==> src/rtl/core/dlf_pkg.sv <==
// ----------------------------------------------------------------------------
// dlf_pkg
// Shared constants and types of the line rasterizer with its one-bit frame.
// ----------------------------------------------------------------------------
`default_nettype none

package dlf_pkg;

  localparam int FRAME_WIDTH  = 64;
  localparam int FRAME_HEIGHT = 64;

  localparam int COL_W   = (FRAME_WIDTH > 1) ? $clog2(FRAME_WIDTH) : 1;
  localparam int ROW_W   = (FRAME_HEIGHT > 1) ? $clog2(FRAME_HEIGHT) : 1;
  localparam int COORD_W = 9;
  // Point coordinate: start plus signed offset of up to 511.
  localparam int PT_W    = COORD_W + 2;
  localparam int MAG_W   = COORD_W;

  typedef enum logic [1:0] {
    KIND_CLEAR = 2'd0,
    KIND_DRAW  = 2'd1,
    KIND_READ  = 2'd2
  } kind_t;

  typedef enum logic [2:0] {
    ST_IDLE,
    ST_DRAW,
    ST_DRAIN,
    ST_READ,
    ST_RESULT
  } state_t;

  // One plotted point from the stepper.
  typedef struct packed {
    logic             last;
    logic             in_frame;
    logic [ROW_W-1:0] row;
    logic [COL_W-1:0] col;
  } point_t;

  // One access to the frame memory.
  typedef struct packed {
    logic             write;
    logic [ROW_W-1:0] row;
    logic [COL_W-1:0] col;
  } acc_t;

endpackage

`default_nettype wire

==> src/rtl/core/dlf_stepper.sv <==
// ----------------------------------------------------------------------------
// dlf_stepper
// Walks the points of one line, one point per cycle while advance is high. Each
// coordinate keeps a running quotient and remainder of i*|d|/steps; no divider.
// ----------------------------------------------------------------------------
`default_nettype none

module dlf_stepper (
  input  wire logic                                 clk,
  input  wire logic                                 start,
  input  wire logic                                 advance,
  input  wire logic signed [dlf_pkg::COORD_W-1:0]   x0_in,
  input  wire logic signed [dlf_pkg::COORD_W-1:0]   y0_in,
  input  wire logic signed [dlf_pkg::COORD_W-1:0]   x1_in,
  input  wire logic signed [dlf_pkg::COORD_W-1:0]   y1_in,
  output dlf_pkg::point_t                           point
);

  logic signed [dlf_pkg::COORD_W-1:0] x0;
  logic signed [dlf_pkg::COORD_W-1:0] y0;
  logic [dlf_pkg::MAG_W-1:0]          adx;
  logic [dlf_pkg::MAG_W-1:0]          ady;
  logic                               neg_x;
  logic                               neg_y;
  logic [dlf_pkg::MAG_W-1:0]          steps;
  logic [dlf_pkg::MAG_W-1:0]          cnt;
  logic [dlf_pkg::MAG_W-1:0]          qx;
  logic [dlf_pkg::MAG_W-1:0]          qy;
  logic [dlf_pkg::MAG_W-1:0]          rx;
  logic [dlf_pkg::MAG_W-1:0]          ry;

  logic signed [dlf_pkg::COORD_W:0]   dx_s;
  logic signed [dlf_pkg::COORD_W:0]   dy_s;
  logic [dlf_pkg::COORD_W:0]          dx_abs;
  logic [dlf_pkg::COORD_W:0]          dy_abs;
  logic [dlf_pkg::MAG_W:0]            rx_sum;
  logic [dlf_pkg::MAG_W:0]            ry_sum;
  logic [dlf_pkg::MAG_W:0]            rx_sub;
  logic [dlf_pkg::MAG_W:0]            ry_sub;
  logic signed [dlf_pkg::PT_W-1:0]    off_x;
  logic signed [dlf_pkg::PT_W-1:0]    off_y;
  logic signed [dlf_pkg::PT_W-1:0]    px;
  logic signed [dlf_pkg::PT_W-1:0]    py;

  always_comb begin
    dx_s   = {x1_in[dlf_pkg::COORD_W-1], x1_in} - {x0_in[dlf_pkg::COORD_W-1], x0_in};
    dy_s   = {y1_in[dlf_pkg::COORD_W-1], y1_in} - {y0_in[dlf_pkg::COORD_W-1], y0_in};
    dx_abs = dx_s[dlf_pkg::COORD_W] ? -dx_s : dx_s;
    dy_abs = dy_s[dlf_pkg::COORD_W] ? -dy_s : dy_s;
  end

  always_comb begin
    rx_sum = {1'b0, rx} + {1'b0, adx};
    ry_sum = {1'b0, ry} + {1'b0, ady};
    rx_sub = rx_sum - {1'b0, steps};
    ry_sub = ry_sum - {1'b0, steps};
  end

  always_ff @(posedge clk) begin
    if (start) begin
      x0    <= x0_in;
      y0    <= y0_in;
      adx   <= dx_abs[dlf_pkg::MAG_W-1:0];
      ady   <= dy_abs[dlf_pkg::MAG_W-1:0];
      neg_x <= dx_s[dlf_pkg::COORD_W];
      neg_y <= dy_s[dlf_pkg::COORD_W];
      steps <= (dx_abs > dy_abs) ? dx_abs[dlf_pkg::MAG_W-1:0]
                                 : dy_abs[dlf_pkg::MAG_W-1:0];
      cnt   <= '0;
      qx    <= '0;
      qy    <= '0;
      rx    <= '0;
      ry    <= '0;
    end else if (advance) begin
      cnt <= cnt + 1'b1;
      // Remainder stays below steps and |d| <= steps, so one subtract wraps it.
      if (rx_sum >= {1'b0, steps}) begin
        rx <= rx_sub[dlf_pkg::MAG_W-1:0];
        qx <= qx + 1'b1;
      end else begin
        rx <= rx_sum[dlf_pkg::MAG_W-1:0];
      end
      if (ry_sum >= {1'b0, steps}) begin
        ry <= ry_sub[dlf_pkg::MAG_W-1:0];
        qy <= qy + 1'b1;
      end else begin
        ry <= ry_sum[dlf_pkg::MAG_W-1:0];
      end
    end
  end

  always_comb begin
    off_x = neg_x ? -$signed({2'b00, qx}) : $signed({2'b00, qx});
    off_y = neg_y ? -$signed({2'b00, qy}) : $signed({2'b00, qy});
    px    = {{(dlf_pkg::PT_W-dlf_pkg::COORD_W){x0[dlf_pkg::COORD_W-1]}}, x0} + off_x;
    py    = {{(dlf_pkg::PT_W-dlf_pkg::COORD_W){y0[dlf_pkg::COORD_W-1]}}, y0} + off_y;

    point.last     = (cnt == steps);
    point.in_frame = !px[dlf_pkg::PT_W-1] &&
                     (px[dlf_pkg::PT_W-2:0] < (dlf_pkg::PT_W-1)'(dlf_pkg::FRAME_WIDTH)) &&
                     !py[dlf_pkg::PT_W-1] &&
                     (py[dlf_pkg::PT_W-2:0] < (dlf_pkg::PT_W-1)'(dlf_pkg::FRAME_HEIGHT));
    point.col      = px[dlf_pkg::COL_W-1:0];
    // Flip y so row 0 is the top.
    point.row      = dlf_pkg::ROW_W'(dlf_pkg::FRAME_HEIGHT - 1) - py[dlf_pkg::ROW_W-1:0];
  end

endmodule

`default_nettype wire

==> config.mk <==
export PLATFORM = sky130hd
export DESIGN_NAME = dlf_stepper
export DESIGN_NICKNAME = d
export VERILOG_FILES = /design/src/rtl/core/dlf_pkg.sv /design/src/rtl/core/dlf_stepper.sv
export SDC_FILE = /design/constraint.sdc
export NUM_CORES = 1
export LEC_CHECK = 0
export ABC_AREA = 1
export BUFFER_PORTS_ARGS = -buffer_cell sky130_fd_sc_hd__buf_4
export CAP_MARGIN = 20
export CORE_AREA = 10 10 132 134
export CTS_CLUSTER_SIZE = 14
export DETAILED_ROUTE_END_ITERATION = 12
export DIE_AREA = 0 0 142 144
export GPL_ROUTABILITY_DRIVEN = 0
export PLACE_DENSITY = 0.77
export SETUP_SLACK_MARGIN = 0.15
export SLEW_MARGIN = 5
export SYNTH_ARGS = -nofsm -noshare
export SYNTH_HDL_FRONTEND = slang
export SYNTH_SLANG_ARGS = --single-unit
==> constraint.sdc <==
create_clock -name clk -period 7.7 [get_ports clk]
set_clock_uncertainty 0.05 [all_clocks]
set_input_delay 0.77 -clock clk [delete_from_list [all_inputs] [get_ports clk]]
set_output_delay 0.77 -clock clk [all_outputs]
set_load 0.005 [all_outputs]
==> results of run 1 <==
## flip-flops by register name, summed over array words and instances (netlist names)
register / flops
neg_x: 1
x0: 9
qx: 9
ry: 9
cnt: 9
rx: 9
neg_y: 1
ady: 9
y0: 9
adx: 9
qy: 9
steps: 9
## worst min-delay path, delay by kind of cell (launching register included)
family | cells | cell delay (ns)
flip-flops | 1 | 0.31
AND/OR/NAND/NOR | 1 | 0.06
AO/OA/AOI/OAI | 1 | 0.05
## metal layers
metal  up-vias  routed length, µm  GRT usage
li1       4058                  -          -
met1      3524               9100      0.253
met2       199               9910      0.351
met3        22               1050     0.0348
met4         0                228     0.0452
met5         -                  0          0
## logic make-up (layout without fill, tap and decap cells)
family                     Yosys count  in the layout
buffers and inverters              237            289
and+or+nand+nor                    567            567
AOI/OAI and AO/OA                  152            152
DFF                                 92             92
xor gates and xnor gates            69             69
adders and majority gates           99             99
## worst paths after layout
check,startpoint,endpoint,depth (start not counted)
worst max register to register,adx[0]$_DFFE_PP_,qx[3]$_SDFFE_PP0P_,20
worst max-delay path,y0_in[0],steps[7]$_DFFE_PP_,22
worst min-delay path,qy[8]$_SDFFE_PP0P_,qy[8]$_SDFFE_PP0P_,2
worst min register to register,qy[8]$_SDFFE_PP0P_,qy[8]$_SDFFE_PP0P_,2
## cell type report
type | instances | share of cell area
clock buffer | 10 | 0.0241
clock inverter | 6 | 0.00579
inverter | 220 | 0.0869
multi-input combinational | 887 | 0.573
sequential | 92 | 0.243
tap | 188 | 0.0247
timing repair buffer | 53 | 0.0419
## through the flow
step	area (µm²)	power (W)	hold slack [ns]	setup slack, ns	cells
after detailed placement	9220	0.00287	0.407	3.08	1440
final	9500	0.00334	0.415	3.39	1456
after floorplan	8690	0.00239	0.393	3.90	1216
after CTS	9500	0.00333	0.418	3.42	1456
after global routing	9500	0.00366	0.448	3.07	1456
after global placement	9220	0.00282	0.405	3.31	1440
## power breakdown
group	total [W]	switching [W]	internal, W
clock	0.000443	0.000194	0.000249
sequential	0.000679	0.0000602	0.000619
combinational	0.00222	0.00139	0.000832
total	0.00334	0.00164	0.00170
## synthesized netlist by cell type (2+ instances only)
master | instances | area share
nand4_1 | 33 | 0.024
o22ai_1 | 2 | 0.0014
o21a_1 | 2 | 0.0017
o21ai_0 | 33 | 0.019
nand3_4 | 3 | 0.0060
clkbuf_1 | 7 | 0.0030
nand3_1 | 95 | 0.055
nor2_2 | 4 | 0.0029
nand3_2 | 4 | 0.0046
buf_2 | 4 | 0.0023
nand2_4 | 7 | 0.0091
nor3_1 | 18 | 0.010
nand2_2 | 25 | 0.018
buf_6 | 3 | 0.0039
or2_2 | 3 | 0.0022
o21ai_1 | 9 | 0.0052
xnor2_1 | 12 | 0.012
nand3b_1 | 7 | 0.0060
dfxtp_1 | 45 | 0.10
nor3_2 | 2 | 0.0023
ha_1 | 91 | 0.13
o21ai_2 | 5 | 0.0050
edfxtp_1 | 47 | 0.16
nor2_1 | 89 | 0.038
a21oi_1 | 63 | 0.036
a31oi_1 | 8 | 0.0058
fa_1 | 8 | 0.018
a21oi_4 | 2 | 0.0037
nand2_1 | 270 | 0.12
xor2_1 | 56 | 0.056
inv_2 | 6 | 0.0026
a21oi_2 | 11 | 0.011
inv_1 | 213 | 0.092
o21bai_1 | 8 | 0.0069
a21o_1 | 3 | 0.0026
## layout by cell type (no fill, tap or decap), drive strengths merged, types with 5 or more instances in the layout
master / n
nand2: 302
inv: 219
nand3: 102
nor2: 94
ha: 91
a21oi: 76
xor2: 57
buf: 53
edfxtp: 47
o21ai: 47
dfxtp: 45
nand4: 33
nor3: 20
xnor2: 12
clkbuf: 10
o21bai: 8
a31oi: 8
fa: 8
nand3b: 7
clkinv: 5
==> results.sh, run 1 <==
export IMPL_final_core_util=0.639
export IMPL_track_usage=0.201
export IMPL_cts_htree_levels=3
export IMPL_antenna_found_initial=0
export IMPL_grt_ovfl_total=0
export IMPL_first_pass_iters=7
export IMPL_row_count=45
export IMPL_crit_chain="buf_4, ha_1, inv_1, fa_1, inv_1, ha_1, inv_1, nor2_1, nand2_1, xnor2_1, nand2_1, o21ai_2, inv_1, ha_1, nand2_1, nor2_1, nand4_1, or3b_1, nand2_1, inv_1, nand3_1, o21ai_2"
export IMPL_yosysUniqueCellTypes=53
export IMPL_fin_crit_sh=0.560
export IMPL_synth_xor_area_share=0.0704
export IMPL_synth_area_mm2=0.00869
export IMPL_hpwl_um=16200
export IMPL_multi_input_area_mm2=0.00545
export IMPL_diodes=0
export IMPL_initial_core_util=0.585
export IMPL_crit_path_max_fanout=12
export IMPL_leakage_nw=4.88
export IMPL_post_cts_buffers=0
export IMPL_via_per_inst=5.36
export IMPL_vdd_drop_max_v=0.000166
export IMPL_r2r_slack_ns=4.14
export IMPL_clkTransAtPathRegs_ns=0.07
export IMPL_cts_hold_buf=0
export IMPL_avgSynthCellArea_um2=7.15
export IMPL_yosys_area_share_simple=0.303
export IMPL_yosysWarnings=0
export IMPL_path_delay_family="simple AND/OR/NAND/NOR gates"
export IMPL_coreArea_mm2=0.0149
export IMPL_hp_class="reg -> reg"
export IMPL_fin_crit_ns=4.31
export IMPL_netlist_instances=1216
export IMPL_num_nets_final=1401
export IMPL_drv_cap=0
export IMPL_synth_async_reset_ratio=0
export IMPL_rsz0062_at_grt="false"
export IMPL_wire_per_inst_um=13.9
export IMPL_worst_pin_slew_ns=0.660
export IMPL_ant_nets=0
export IMPL_synth_flop_cell="edfxtp_1"
export IMPL_setup_worst_path_class="in -> reg"
export IMPL_synth_top_family_by_area="simple AND/OR/NAND/NOR gates"
export IMPL_drtIter0Drc=503
export IMPL_grt_max_degree=42
export IMPL_cts_tree="yes"
export IMPL_cts_buffer_depth=2
export IMPL_die_w_um=142
export IMPL_cp_start_kind="input pin"
export IMPL_hold_viol=0
export IMPL_synth_edf_count=47
export IMPL_crit_path_max_incr_delay_ns=0.48
export IMPL_crit_slowest_cell="fa_1"
export IMPL_dieArea_mm2=0.0204
export IMPL_end_kind="register"
export IMPL_synth_compound_area_frac=0.104
export IMPL_cts_sinks=92
export IMPL_clk_latency_ns=0.35
export IMPL_die_y_um=144
export IMPL_slew_viol_final=0
export IMPL_syn2layout_area_growth_pct=9.33
export IMPL_final_layout_size_suffix_gt1_frac=0.112
export IMPL_n_fill_cell=1412
export IMPL_regArea_mm2=0.00231
export IMPL_yosysSeqAreaShare=0.266
export IMPL_first_global_vias=7323
export IMPL_crit_arrival_ns=4.37
export IMPL_drcViolationCount=0
export IMPL_outcome="completed"
export IMPL_grt_pass1_wl_um=34200
export IMPL_critical_path_most_common_cell="inv_1"
export IMPL_setup_viol=0
export IMPL_cts_root_buf="clkbuf_16"
export IMPL_cts_buffers=9
export IMPL_path_buf_inv=6
export IMPL_fin_tns_setup_ns=0
export IMPL_pwr_density_cell_mw_per_mm2=351
export IMPL_post_cts_resize_count=0
export IMPL_ios=53
export IMPL_numPortBuffers=52
export IMPL_synth_ff_latch_count=92
export IMPL_drt_total_wl_um=20300
export IMPL_num_vias=7803
export IMPL_synthMuxAreaShare=0
export IMPL_synthAdderAreaFrac=0.149
export IMPL_synth_nets=1354
export IMPL_crit_required_ns=7.76
export IMPL_slew_headroom=0.560
export IMPL_max_freq_mhz=232
Power figures use the tool's default switching activity.
==> inputs of run 2 (changes only) <==
- CORE_AREA: 10 10 132 134 -> 10 10 135 137
- DIE_AREA: 0 0 142 144 -> 0 0 145 147
- PLACE_DENSITY: 0.77 -> 0.76
- clock period: 7.7 -> 3.94 ns (I/O delays scaled with it)
==> run 2 against run 1 <==
Effect of this change:
- first-iteration DRC count increased by 33%
- global-route usage fell by 1.2 points
- worst hold slack got worse by 0.25 ns
- utilization down 2.5 points
- worst setup slack lost 3.1 ns
- sequential cell count did not move
- die area increased by 4.2%
- power is 94% higher
- critical path depth down 3
- cell count rose by 2.1%
- wire length fell by 0.46%
==> results.sh, run 2 (synthesized netlist as in run 1, its figures left out) <==
export IMPL_final_common_cell="nand2_1"
export IMPL_r2r_slack_ns=0.46
export IMPL_dieArea_mm2=0.0213
export IMPL_p_int_w=0.00330
export IMPL_num_nets_final=1404
export IMPL_final_layout_size_suffix_gt1_frac=0.123
export IMPL_cp_start_kind="register"
export IMPL_crit_arrival_ns=3.16
export IMPL_fin_tns_setup_ns=0
export IMPL_grt_pass1_wl_um=34300
export IMPL_vdd_drop_max_v=0.000301
export IMPL_first_pass_iters=5
export IMPL_end_kind="primary output"
export IMPL_seq_power_share=0.207
export IMPL_hpwl_um=16000
export IMPL_die_y_um=147
export IMPL_max_freq_mhz=277
export IMPL_fin_crit_ns=3.60
export IMPL_setup_worst_path_class="reg -> out"
export IMPL_pre_cts_ws_ns=0.0490
export IMPL_sw_frac_of_total=0.489
export IMPL_wire_per_inst_um=13.6
export IMPL_cts_htree_levels=3
export IMPL_coreArea_mm2=0.0156
export IMPL_cts_buffer_depth=2
export IMPL_numPortBuffers=52
export IMPL_cts_sinks=92
export IMPL_critPathLaunch="qx[0]$_SDFFE_PP0P_"
export IMPL_cts_tree="yes"
export IMPL_dr_wl_met2_um=9690
export IMPL_leakage_nw=4.88
export IMPL_hp_class="in -> reg"
export IMPL_slew_viol_final=0
export IMPL_pwr_density_cell_mw_per_mm2=675
export IMPL_fin_crit_sh=0.915
export IMPL_drcViolationCount=0
export IMPL_drt_total_wl_um=20200
export IMPL_wl_met3_um=951
export IMPL_row_count=46
export IMPL_via_per_inst=5.22
export IMPL_rsz0062_at_grt="true"
export IMPL_worst_pin_slew_ns=0.684
export IMPL_r2r_cells=20
export IMPL_clk_latency_ns=0.36
export IMPL_clkTransAtPathRegs_ns=0.07
export IMPL_die_w_um=145
export IMPL_rr_endpoint="qx[6]$_SDFFE_PP0P_"
export IMPL_cts_root_buf="clkbuf_16"
export IMPL_syn2layout_area_growth_pct=10.2
export IMPL_fin_hold_ws_ns=0.169
export IMPL_ant_nets=0
export IMPL_diodes=0
export IMPL_finalWorstSetupSlack_ns=0.335
export IMPL_layout_common_cells="nand2_1 (269), inv_1 (211), nand3_1 (95)"
export IMPL_ios=53
export IMPL_antenna_found_initial=0
export IMPL_post_cts_buffers=0
export IMPL_num_vias=7757
export IMPL_n_fill_cell=1421
export IMPL_drtIter0Drc=670
export IMPL_initial_core_util=0.557
export IMPL_crit_required_ns=3.50
export IMPL_topRoutingLayerUsed="met4"
export IMPL_hold_viol=0
export IMPL_grt_max_degree=45
export IMPL_track_usage=0.190
export IMPL_first_global_vias=7507
export IMPL_outcome="completed"
export IMPL_slew_headroom=0.544
export IMPL_drv_cap=0
export IMPL_clkPwrFrac=0.127
export IMPL_routedLengthMet1_um=9250
export IMPL_setup_viol=0
export IMPL_worstSetupEndpoint="point[12]"
export IMPL_power_frac_comb=0.666
export IMPL_cts_buffers=9
export IMPL_power_switching_w=0.00317
export IMPL_crit_path_max_fanout=4
export IMPL_hp_start="x0_in[2]"
export IMPL_grt_ovfl_total=0
export IMPL_r2r_start="adx[0]$_DFFE_PP_"
run 2: cell types whose count changed in the layout (fill, tap and decap cells not counted), sizes merged:
cell | previous run | this run
clkbuf | 10 | 14
buf | 53 | 56
bufinv | 1 | 0
inv | 219 | 220
clkinv | 5 | 2
clkinvlp | 1 | 0
run 2: layout make-up:
type | instances | area (µm²) | share of cell area
Clock buffer | 14 | 254 | 0.0265
Tap cell | 216 | 270 | 0.0282
Multi-Input combinational cell | 887 | 5490 | 0.573
Timing Repair Buffer | 56 | 420 | 0.0439
Inverter | 220 | 826 | 0.0862
Sequential cell | 92 | 2310 | 0.241
Clock inverter | 2 | 11.3 | 0.00118
run 2: through the flow:
| stage | power (W) | utilization | instances | cell area, µm² |
|---|---|---|---|---|
| after global placement | 0.00551 | 0.595 | 1471 | 9280 |
| after floorplan | 0.00467 | - | 1216 | 8690 |
| after CTS | 0.00643 | 0.612 | 1487 | 9540 |
| after global routing | 0.00716 | 0.614 | 1487 | 9580 |
| after detailed placement | 0.00559 | 0.595 | 1471 | 9280 |
| final | 0.00647 | 0.614 | 1487 | 9580 |
run 2: power groups by stage:
stage / logic (W) / registers (W) / clock network, W
floorplan: 0.00338 / 0.00129 / 0
CTS: 0.00426 / 0.00134 / 0.000837
finish: 0.00431 / 0.00134 / 0.000823
detailed placement: 0.00423 / 0.00136 / 0
global placement: 0.00416 / 0.00135 / 0
global route: 0.00494 / 0.00135 / 0.000874
run 2: per-layer routing:
| metal | track usage | vias up |
|---|---|---|
| met4 | 0.0598 | 0 |
| li1 | - | 4069 |
| met1 | 0.236 | 3505 |
| met2 | 0.332 | 163 |
| met3 | 0.0252 | 20 |
| met5 | 0 | - |
run 2: how the worst min path moves through the flow:
stage / to / cells after the start
5_1_grt: x0[2]$_DFFE_PP_ / 1
3_5_place_dp: qy[8]$_SDFFE_PP0P_ / 2
3_3_place_gp: qy[8]$_SDFFE_PP0P_ / 2
4_1_cts: x0[2]$_DFFE_PP_ / 1
2_1_floorplan: qy[8]$_SDFFE_PP0P_ / 2
6_report: x0[2]$_DFFE_PP_ / 1
run 2: repair_timing:
item,CTS,global route
resized for setup,0,14
hold buffers,0,0
endpoints found under the setup margin,0,14
run 2: worst max-delay path: stages, from the launching register on:
cell and delay [ns]:
dfxtp_1 0.37, inv_2 0.10, ha_1 0.17, nand3_1 0.12
nor3_2 0.16, inv_1 0.08, o21ai_1 0.16, xor2_1 0.16
inv_1 0.06, ha_1 0.32, inv_1 0.12, o21ai_0 0.11
a21oi_1 0.18, nand3_1 0.10, nand2_1 0.08, nand3_1 0.07
nor2_1 0.14, nand3_1 0.09, nor2_1 0.09, buf_4 0.11
==> inputs of run 3 (changes only) <==
- CORE_AREA: 10 10 135 137 -> 10 10 132 134
- DIE_AREA: 0 0 145 147 -> 0 0 142 144
- PLACE_DENSITY: 0.76 -> 0.77
- clock period: 3.94 -> 3.8 ns (I/O delays scaled with it)
==> run 3 against run 2 <==
Effect of this change:
- global-route usage increased by 1.0 points
- utilization increased by 3.8 points
- cell count decreased by 1.4%
- non-clock buffer count increased by 7
- largest power group unchanged
- via count increased by 1.2%
==> results.sh, run 3 (synthesized netlist as in run 1, its figures left out) <==
export IMPL_die_y_um=144
export IMPL_drcViolationCount=0
export IMPL_max_freq_mhz=285
export IMPL_diodes=0
export IMPL_wire_per_inst_um=14.0
export IMPL_cts_buffer_depth=2
export IMPL_pre_cts_ws_ns=-0.0176
export IMPL_grt_max_degree=43
export IMPL_finalWorstSetupSlack_ns=0.296
export IMPL_first_pass_iters=6
export IMPL_dieArea_mm2=0.0204
export IMPL_ios=53
export IMPL_cts_tree="yes"
export IMPL_hold_viol=0
export IMPL_outcome="completed"
export IMPL_num_vias=7850
export IMPL_use_met1=0.245
export IMPL_cts_buffers=9
export IMPL_crit_path_max_fanout=7
export IMPL_post_dp_cell_area_mm2=0.00925
export IMPL_end_kind="primary output"
export IMPL_drtIter0Drc=563
export IMPL_path_delay_family="simple AND/OR/NAND/NOR gates"
export IMPL_dp_cells=1444
export IMPL_worst_pin_slew_ns=0.707
export IMPL_top_usage_layer="met2"
export IMPL_grt_ovfl_total=0
export IMPL_row_count=45
export IMPL_first_global_vias=7388
export IMPL_final_common_cell="nand2_1"
export IMPL_critical_path_most_common_cell="nand2_1"
export IMPL_rsz0062_at_grt="true"
export IMPL_cts_hold_buf=0
export IMPL_setup_viol=0
export IMPL_final_area_mm2=0.00969
export IMPL_stdcell_count=1466
export IMPL_antenna_found_initial=0
export IMPL_vdd_drop_max_v=0.000405
export IMPL_grtUsageMet3=0.0325
export IMPL_cp_start_kind="register"
export IMPL_crit_arrival_ns=3.07
export IMPL_hp_class="in -> reg"
export IMPL_layout_common_cells="nand2_1 (269), inv_1 (208), nand3_1 (94)"
export IMPL_slew_viol_final=0
export IMPL_pwr_density_cell_mw_per_mm2=720
export IMPL_initial_core_util=0.585
export IMPL_die_w_um=142
export IMPL_crit_chain="inv_1, and3_1, or2_2, xor2_1, ha_1, nand2_1, nor3_1, nand2_1, nand2_1, a21oi_1, xor2_1, nand3b_1, nor2_1, buf_4"
export IMPL_final_core_util=0.652
export IMPL_hpwl_um=16000
export IMPL_path_buf_inv=2
export IMPL_cp_depth=14
export IMPL_slew_headroom=0.528
export IMPL_crit_path_max_incr_delay_ns=0.40
export IMPL_r2r_cells=20
export IMPL_track_usage=0.200
export IMPL_fin_tns_setup_ns=0
export IMPL_num_nets_final=1411
export IMPL_ant_nets=0
export IMPL_grt_pass1_wl_um=33700
export IMPL_clk_latency_ns=0.36
export IMPL_holdPathStages=1
export IMPL_via_per_inst=5.35
export IMPL_leakage_nw=4.94
export IMPL_crit_slowest_cell="dfxtp_2"
export IMPL_syn2layout_area_growth_pct=11.5
export IMPL_cts_root_buf="clkbuf_16"
export IMPL_drt_total_wl_um=20500
export IMPL_clkTransAtPathRegs_ns=0.06
export IMPL_numPortBuffers=52
export IMPL_coreArea_mm2=0.0149
export IMPL_setup_worst_path_class="reg -> out"
export IMPL_drv_cap=0
export IMPL_cts_htree_levels=3
export IMPL_cts_sinks=92
export IMPL_r2r_slack_ns=0.47
export IMPL_final_layout_size_suffix_gt1_frac=0.141
export IMPL_fin_crit_sh=0.922
export IMPL_grt_use_met2=0.344
export IMPL_crit_required_ns=3.37
export IMPL_fin_crit_ns=3.50
==> run 3: timing repair <==
| action | in CTS | in global routing |
|---|---|---|
| pin swaps | 0 | 10 |
| endpoints found under the setup margin | 1 | 23 |
| gates resized for setup | 2 | 33 |
| buffers inserted | 0 | 6 |
==> run 3: path summary, 6_finish.rpt <==
kind / from / endpoint
hold reg to reg: qy[8]$_SDFFE_PP0P_ / qy[8]$_SDFFE_PP0P_
hold / removal: y0_in[7] / y0[7]$_DFFE_PP_
setup / recovery: qy[3]$_SDFFE_PP0P_ / point[12]
setup reg to reg: adx[0]$_DFFE_PP_ / qx[6]$_SDFFE_PP0P_
==> run 3: area by class of cell <==
class                      instances  area (µm²)
multi-input combinational        887        5550
fill                            1321        5170
sequential                        92        2320
inverter                         220         828
timing repair buffer              63         473
clock buffer                      12         240
tap                              188         235
clock inverter                     4        50.0
==> run 3: metal layers <==
layer | wire [µm] | part of all wire
met1 | 9230 | 0.45
met2 | 9780 | 0.48
met3 | 979 | 0.048
met4 | 471 | 0.023
met5 | 0 | 0
==> run 3: per-stage QoR <==
stage | hold WS (ns) | power, W
after floorplan | 0.393 | 0.00484
after global placement | 0.402 | 0.00574
after detailed placement | 0.422 | 0.00582
after CTS | 0.154 | 0.00678
after global routing | 0.160 | 0.00763
final | 0.156 | 0.00698
==> run 3: report_power, final <==
part	internal (W)	leakage [nW]	total, W	switching [W]
sequential	0.00126	0.829	0.00139	0.000130
clock	0.000519	0.144	0.000913	0.000394
combinational	0.00182	3.96	0.00468	0.00286
